## config.mk

```make
export PLATFORM = sky130hd
export DESIGN_NAME = vbd_step
export DESIGN_NICKNAME = d
export VERILOG_FILES = /design/src/hdl/vbd_pkg.sv /design/src/hdl/vbd_step.sv
export SDC_FILE = /design/constraint.sdc
export NUM_CORES = 1
export LEC_CHECK = 0
export BUFFER_PORTS_ARGS = -buffer_cell sky130_fd_sc_hd__buf_2
export CAP_MARGIN = 20
export CORE_MARGIN = 1
export CORE_UTILIZATION = 40
export DETAILED_ROUTE_END_ITERATION = 6
export GPL_TIMING_DRIVEN = 1
export PLACE_DENSITY = 0.7
export REMOVE_ABC_BUFFERS = 1
export SLEW_MARGIN = 20
export SYNTH_ARGS = -nofsm -noshare
export SYNTH_HDL_FRONTEND = slang
export SYNTH_SLANG_ARGS = --single-unit
```

## constraint.sdc

```tcl
create_clock -name vclk -period 5.95
set_input_delay 0.8925 -clock vclk [all_inputs]
set_output_delay 0.8925 -clock vclk [all_outputs]
set_load 0.005 [all_outputs]
```

## src/hdl/vbd_pkg.sv

```systemverilog
package vbd_pkg;

    // request modes
    localparam logic [2:0] MODE_WRITE    = 3'd0;
    localparam logic [2:0] MODE_START    = 3'd1;
    localparam logic [2:0] MODE_BOOL     = 3'd2;
    localparam logic [2:0] MODE_LITERAL  = 3'd3;
    localparam logic [2:0] MODE_SIGNED   = 3'd4;
    localparam logic [2:0] MODE_OPTIONAL = 3'd5;

    // result status codes
    localparam logic [1:0] ST_OK    = 2'd0;
    localparam logic [1:0] ST_TRUNC = 2'd1;
    localparam logic [1:0] ST_ZERO  = 2'd2;

    // coder constants
    localparam logic [7:0]        HALF_PROB   = 8'd128;
    localparam logic [7:0]        FULL_RANGE  = 8'd255;
    localparam logic signed [5:0] START_BITS  = -6'sd8;
    localparam logic signed [6:0] FILL_LIMIT  = 7'sd16;
    localparam logic signed [6:0] MIN_BITS    = -7'sd32;
    localparam logic [4:0]        MAX_LITERAL = 5'd24;

    // coder state after one bool, before any refill
    typedef struct packed {
        logic [7:0]        range;
        logic [31:0]       code;
        logic signed [5:0] bits;
        logic              bit_out;
        logic              need_fill;
    } t_step;

endpackage

```

## src/hdl/vbd_step.sv

```systemverilog
module vbd_step import vbd_pkg::*; (
    input  logic [7:0]        i_range,
    input  logic [31:0]       i_code,
    input  logic signed [5:0] i_bits,
    input  logic [7:0]        i_split,
    output t_step             o_step
);

    logic [31:0]       big;
    logic              take_high;
    logic [7:0]        rng;
    logic [31:0]       code;
    logic [2:0]        sh;
    logic signed [6:0] bits_dec;

    // compare against the split point
    assign big       = {i_split, 24'd0};
    assign take_high = (i_code >= big);
    assign rng       = take_high ? (i_range - i_split) : i_split;
    assign code      = take_high ? (i_code - big) : i_code;

    // leading zero count brings the range back to 128 or more
    always_comb begin
        sh = 3'd0;
        for (int k = 7; k >= 1; k--) begin
            if ((rng >> k) == 8'd0) begin
                sh = 3'(8 - k);
            end
        end
    end

    // shift out consumed bits, saturate the bit count
    assign bits_dec = {i_bits[5], i_bits} - {4'd0, sh};

    always_comb begin
        o_step.range     = 8'(rng << sh);
        o_step.code      = code << sh;
        o_step.bits      = (bits_dec < MIN_BITS) ? 6'(MIN_BITS) : 6'(bits_dec);
        o_step.bit_out   = take_high;
        o_step.need_fill = (bits_dec < 7'sd0);
    end

endmodule

```

# --- After elaboration in Yosys (flattened, before gate mapping) ---
# Index checks and enable logic that the tools add are counted.
# Widths: inputs -> output; s select.
op_classes:
  n_lt_le_gt_ge: 3
  n_shift: 2
  n_addsub: 3
  reduce_logical: 7
  muxes: 10
ops:
  columns: ["operator", "count"]
  rows:
  - ["$logic_not 8->1", 7]
  - ["$ge 32x32->1", 1]
  - ["$mux 32", 1]
  - ["$shl 32x3->32", 1]
  - ["$sub 32x32->32", 1]
  - ["$mux 3", 4]
  - ["$mux 8", 1]
  - ["$shl 8x3->8", 1]
  - ["$sub 8x8->8", 1]
  - ["$lt 7x1->1 const B", 1]
  - ["$lt 7x6->1 const B", 1]
  - ["$sub 6x4->7", 1]
  - ["$mux 6", 1]
  - ["$mux 2", 2]
  - ["$mux 1", 1]
word_totals:
  register_bits: 0
  input_bits: 54
  wordCells: 25
  out_inout_bits: 48

# --- Longest topological paths before layout ---
# Gate-level depths: netlist of run 1.
depth:
  ltp_word: 13
  ltp_mapped: 24
  ltp_nobuf: 21

# --- Least setup slack after synthesis of run 1 ---
# No wires, ideal clock.
synth_path:
  kind: "input-to-output"
  from: "in i_code[24]"
  to: "out o_step[4] (netlist bit)"
  path_buffers: 3
  setup_slack_ps: -44
  required_ps: 5058
  cell_stages: 22
  arrival_time_ps: 5101
  path_cell_list: "inv_1 > ha_1 > fa_1 > nand2b_1 > a211oi_1 > or2_0 > clkbuf_1 > nor2_2 > o21ai_0 > a21boi_1 > o31ai_4 > inv_2 > buf_2 > buf_4 > ha_1 > inv_1 > fa_1 > a21o_1 > nor2_1 > mux2i_1 > nor3_1 > nor2_1"
synth_rtl:
  columns: ["item", "line", "rtl"]
  rows:
  - ["start, declared", "vbd_step.sv:3", "input logic [31:0] i_code,"]
  - ["end, declared", "vbd_step.sv:6", "output t_step o_step"]

==> results of run 1 <==
-- critical path: stages --
cell      delay [ns]
buf_2           0.09
inv_1           0.09
ha_1            0.41
nor4bb_1        0.32
and4_1          0.31
a41o_2          0.27
nor3_1          0.11
nor4b_4         0.31
and2_1          0.19
inv_2           0.06
o31ai_4         0.29
inv_2           0.06
ha_1            0.20
o41ai_2         0.49
mux2i_1         0.25
nor3_1          0.06
buf_4           0.15
a21oi_1         0.10
buf_2           0.12
-- kinds of logic after synthesis --
group / count (synthesis)
AND/OR/NAND/NOR: 157
AO/OA/AOI/OAI: 92
multiplexers: 60
buffers and inverters: 46
adder cells (fa/ha/maj): 21
XOR/XNOR: 14
-- layout by cell type, fill, tap and decap left out, types with 4 or more instances in the layout --
cell      count
buf_2       102
nand2_1      73
mux2i_1      54
nor2_1       42
a21oi_1      29
inv_1        21
o21ai_0      19
buf_4        19
ha_1         18
xor2_1        9
nor3_1        7
a211oi_1      6
nand3_1       6
mux2_2        6
nor4_1        5
xnor2_1       5
nand4_1       4
a32oi_1       4
a21o_1        4
-- report_power, final --
part	leakage, nW	switching, mW	internal [mW]
combinational	1.80	0.344	0.275
sequential	0	0	0
clock	0	0	0
-- cell usage after synthesis, drive strengths merged (2+ instances only) --
master and instances:
o21ai 20, fa 3, a21oi 29, o31ai 4, nor3 7, o41ai 2
o22ai 2, mux2i 54, mux2 6, a32oi 4, o211ai 3, xnor2 5
a21o 5, a211o 2, a21boi 2, a22oi 2, nand2 73, nand4 4
inv 24, nor2b 3, nand3 6, a31oi 2, clkbuf 9, nor2 43
o21bai 2, and2 4, a211oi 6, xor2 9, buf 13, nor4 6
nand2b 2, and3 2, ha 18
-- stage by stage --
step,std cells,power (mW)
global route,564,0.6905
detailed placement,564,0.6144
floorplan,368,0.3938
finish,564,0.6193
global placement,564,0.6083
CTS,564,0.6172
-- area by class of cell --
| cell class | count | share of cell area, % |
|---|---|---|
| Inverter | 24 | 2.817 |
| Timing Repair Buffer | 121 | 20.42 |
| Multi-Input combinational cell | 344 | 73.83 |
| Tap cell | 75 | 2.934 |
-- what timing repair did --
action | 4_1_cts | 5_1_grt
setup endpoints to repair | 0 | 5
hold buffers | 0 | 0
gates resized for setup | 0 | 3
-- path summary, 6_finish.rpt --
| check | to | start | slack (ns) |
|---|---|---|---|
| max | o_step[6] | i_split[3] | 0.27 |
| min | o_step[0] | i_bits[5] | 2.08 |
-- metal layers --
| layer | up-vias | GRT usage, % | wire length (µm) |
|---|---|---|---|
| met5 | - | 0 | 0 |
| met4 | 0 | 3.333 | 125 |
| met3 | 13 | 1.222 | 510 |
| met2 | 120 | 40.74 | 3683 |
| met1 | 1412 | 32.09 | 3787 |
| li1 | 1601 | - | - |
==> impl_metrics.csv, run 1 <==
group,metric,value,unit
routing,firstDrtPassIters,4,
yosys,synth_compound_area_share,24.57,%
sta,finalHoldViolations,0,
routing,drc,0,
routing,drtIter0Drc,139,
sta,whs,2.079,ns
setup_path,startpoint_type,"input pin",
sta,fin_crit_sh,95.40,%
yosys,ys_types,57,
placement,dp_hpwl,6749,µm
setup_path,crit_arrival,4.78,ns
placement,postPlaceCellArea,3194,µm²
sta,rsz0062_at_grt,"no",
floorplan,die_area,6701,µm²
yosys,synth-adder-area-share,11.18,%
sta,finalSetupViolations,0,
final_layout,clkbuf_count,0,
pwr,ir_drop,0.1005,mV
final_layout,fin_area,3198,µm²
sta,period_needed,5.676,ns
yosys,synth-simple-area-share,27.95,%
placement,io_buffers,102,
sta,worst_slack,0.2735,ns
routing,via_count,3146,
global_routing,grt_pass1_vias,2752,
yosys,synth_xor_area_share,4.806,%
global_routing,grt_pass1_wl,12570,µm
floorplan,core,6026,µm²
global_routing,grt_max_degree,35,
placement,routabilityCongestion,0.9065,
final_layout,multi_input_area,2361,µm²
final_layout,drive_above_1_share,29.04,%
routing,routedWlPerCell,14.37,µm
yosys,netlist_instances,390,
sta,drv_slew,0,
floorplan,fp-row-count,28,
routing,drt_wl_total,8107,µm
floorplan,start_util,42.34,%
final_layout,diodes,0,
placement,post-place-ws,0.2036,ns
pwr,p_leak,1.804,nW
floorplan,io_pins,102,
status,outcome,"finished, final reports clean",
yosys,synth_top_family_by_area,"simple AND/OR/NAND/NOR gates",
global_routing,antenna_found_initial,0,
yosys,ys_top_cells_by_area,"mux2i_1, nand2_1, ha_1",
setup_path,required,5.06,ns
final_layout,area_growth_syn_to_layout,25.36,%
yosys,yosysWarningCount,0,
flow_run,max_cap_viol_count,0,
floorplan,die_y,81.86,µm
final_layout,fin_util,53.07,%
routing,vias_per_cell,5.578,
yosys,synthMuxAreaShare,23.84,%
worst_hold_path,hold_depth,4,
setup_path,endpoint_kind,"output pin",
sta,setup_total_negative_slack,0,ns
final_layout,nets,566,
yosys,syn_avg_cell_area,6.542,µm²
final_layout,n_sequential_cell,0,
final_layout,fill_cells,639,
sta,fmax,176.2,MHz
setup_path,cp_max_fo,5,
routing,final_antenna_net_count,0,
setup_path,path_class,"in -> out",
pwr,power_density,193.6,nW/µm²
yosys,synth.top_cell.area_share,21.19,%
sta,worst_slew_pin_slew,0.6724,ns
yosys,synth_area,2551,µm²
cts,postCtsSetupBuffers,0,
yosys,synth_top_cell_by_area,"mux2i_1",
global_routing,grt_overflow,0,
final_layout,seqCellArea,0,µm²
yosys,yosysSeqAreaShare,0,%
sta,max-slew-margin-rel,54.70,%
floorplan,chipWidth,81.86,µm
global_routing,grt_usage,23.42,%
worst_hold_path,hp-class,"in -> out",
Note: power is estimated with default switching activity, not from simulation.
==> run 2, diff against run 1 <==
CELL_PAD_IN_SITES_DETAIL_PLACEMENT = 1   (was not set)
CELL_PAD_IN_SITES_GLOBAL_PLACEMENT = 1   (was not set)
CORE_UTILIZATION = 32   (was 40)
PLACE_DENSITY = 0.81   (was 0.7)
==> run 2 against run 1 <==
Net effect: fmax is 0.94% higher; total power is 2.1% higher; worst setup slack gained 0.053 ns; worst hold slack got worse by 0.00061 ns; cell count is 4.6% higher; critical path type unchanged; clock-buffer cell count unchanged; routed wire length is 15% higher; largest power group unchanged; critical path depth up 4; non-clock buffer count down 1; combinational power rose by 2%; flip-flop and latch count did not move; core utilization fell by 11 points.
==> impl_metrics.csv, run 2 (same netlist as run 1, synthesis figures left out) <==
group,metric,value,unit
sta,max-slew-margin-rel,49.65,%
setup_path,crit_path_top_delay_cell,"fa_1",
sta,worst_slew_pin_slew,0.7473,ns
routing,drc,0,
cts,ctsResizeCount,0,
sta,finalHoldViolations,0,
flow_run,max_cap_viol_count,0,
final_layout,n_sequential_cell,0,
pwr,power_density,195.9,nW/µm²
routing,drt_wl_total,9331,µm
setup_path,crit_path_max_incr_delay,0.41,ns
floorplan,die_y,91.29,µm
final_layout,fin_util,41.76,%
sta,setup_total_negative_slack,0,ns
setup_path,required,5.06,ns
global_routing,grt_pass1_vias,3222,
sta,rsz0062_at_grt,"no",
floorplan,chipWidth,91.29,µm
routing,via_count,3198,
final_layout,area_growth_syn_to_layout,26.48,%
global_routing,grt_max_degree,35,
setup_path,cp_max_fo,5,
floorplan,start_util,33.01,%
routing,drtIter0Drc,116,
setup_path,crit_arrival,4.73,ns
final_layout,nets,565,
status,outcome,"finished, final reports clean",
pwr,p_leak,1.798,nW
sta,worst_slack,0.3264,ns
worst_hold_path,hold_start,"i_bits[5]",
global_routing,grt_usage,22.37,%
sta,finalSetupViolations,0,
final_layout,mostFrequentLayoutCell,"buf_2",
sta,drv_slew,0,
placement,post-place-ws,0.08862,ns
pwr,ir_drop,0.06868,mV
routing,final_antenna_net_count,0,
sta,fmax,177.8,MHz
placement,dp_hpwl,7819,µm
global_routing,grt_overflow,0,
setup_path,endpoint_kind,"output pin",
floorplan,io_pins,102,
placement,postPlaceCellArea,3221,µm²
setup_path,path_class,"in -> out",
floorplan,fp-row-count,32,
cts,hold_buffers,0,
setup_path,path_cells,"buf_2 > inv_1 > ha_1 > fa_1 > nand2b_1 > a211oi_1 > nor2_1 > a211o_1 > nor4b_4 > and2_1 > inv_2 > o31ai_4 > inv_2 > ha_1 > inv_1 > fa_1 > a21o_1 > nor2_1 > mux2i_1 > nor3_1 > buf_4 > a21oi_1 > buf_2",
sta,fin_crit_sh,94.51,%
worst_hold_path,hp-class,"in -> out",
setup_path,cp_num_buf_inv,7,
final_layout,clkbuf_count,0,
placement,routabilityCongestion,0.9098,
floorplan,core,7727,µm²
setup_path,cpLargestDelayFamily,"adder cells",
global_routing,grt_pass1_wl,15560,µm
global_routing,antenna_found_initial,0,
routing,routedWlPerCell,15.82,µm
final_layout,multi_input_area,2364,µm²
setup_path,startpoint_type,"input pin",
routing,firstDrtPassIters,4,
final_layout,seqCellArea,0,µm²
final_layout,fin_area,3227,µm²
worst_hold_path,hold_end,"o_step[0]",
sta,period_needed,5.624,ns
pwr,p_total,632.1,µW
placement,io_buffers,102,
final_layout,layout_common_cells,"buf_2, nand2_1, mux2i_1",
routing,vias_per_cell,5.420,
cts,postCtsSetupBuffers,0,
final_layout,drive_above_1_share,29.10,%
final_layout,diodes,0,
floorplan,die_area,8334,µm²
worst_hold_path,hold_depth,4,
final_layout,fill_cells,1074,
## run 2: how the worst max path moves through the flow
stage | startpoint | to | slack (ns) | depth (start not counted)
after floorplan | i_code[24] | o_step[4] | -1.57 | 17
after detailed placement | i_code[24] | o_step[6] | 0.09 | 23
after global routing | i_split[3] | o_step[6] | 0.004 | 22
after global placement | i_code[24] | o_step[6] | 0.23 | 23
after CTS | i_code[24] | o_step[6] | 0.07 | 23
final | i_code[24] | o_step[6] | 0.33 | 23
## run 2: layout make-up
type,count,area share (%)
inverter,24,2.792
multi-input combinational,344,73.25
tap,102,3.955
timing repair buffer,120,20.01
## run 2: through the flow
step,std cells,hold slack (ns)
after floorplan,368,1.847
after global placement,590,2.079
after detailed placement,590,2.077
after CTS,590,2.083
after global routing,590,2.113
final,590,2.079
## run 2: routing by layer
layer	vias to the layer above	global-route usage [%]	wire [µm]
li1	1590	-	-
met1	1514	29.39	4337
met2	84	40.59	4499
met3	10	1.591	382
met4	0	3.042	112
met5	-	0	0
## run 2: power breakdown
part           switching, mW  leakage (nW)  internal [mW]
Clock                      0             0              0
Sequential                 0             0              0
Combinational          0.356          1.80          0.276
Total                  0.356          1.80          0.276
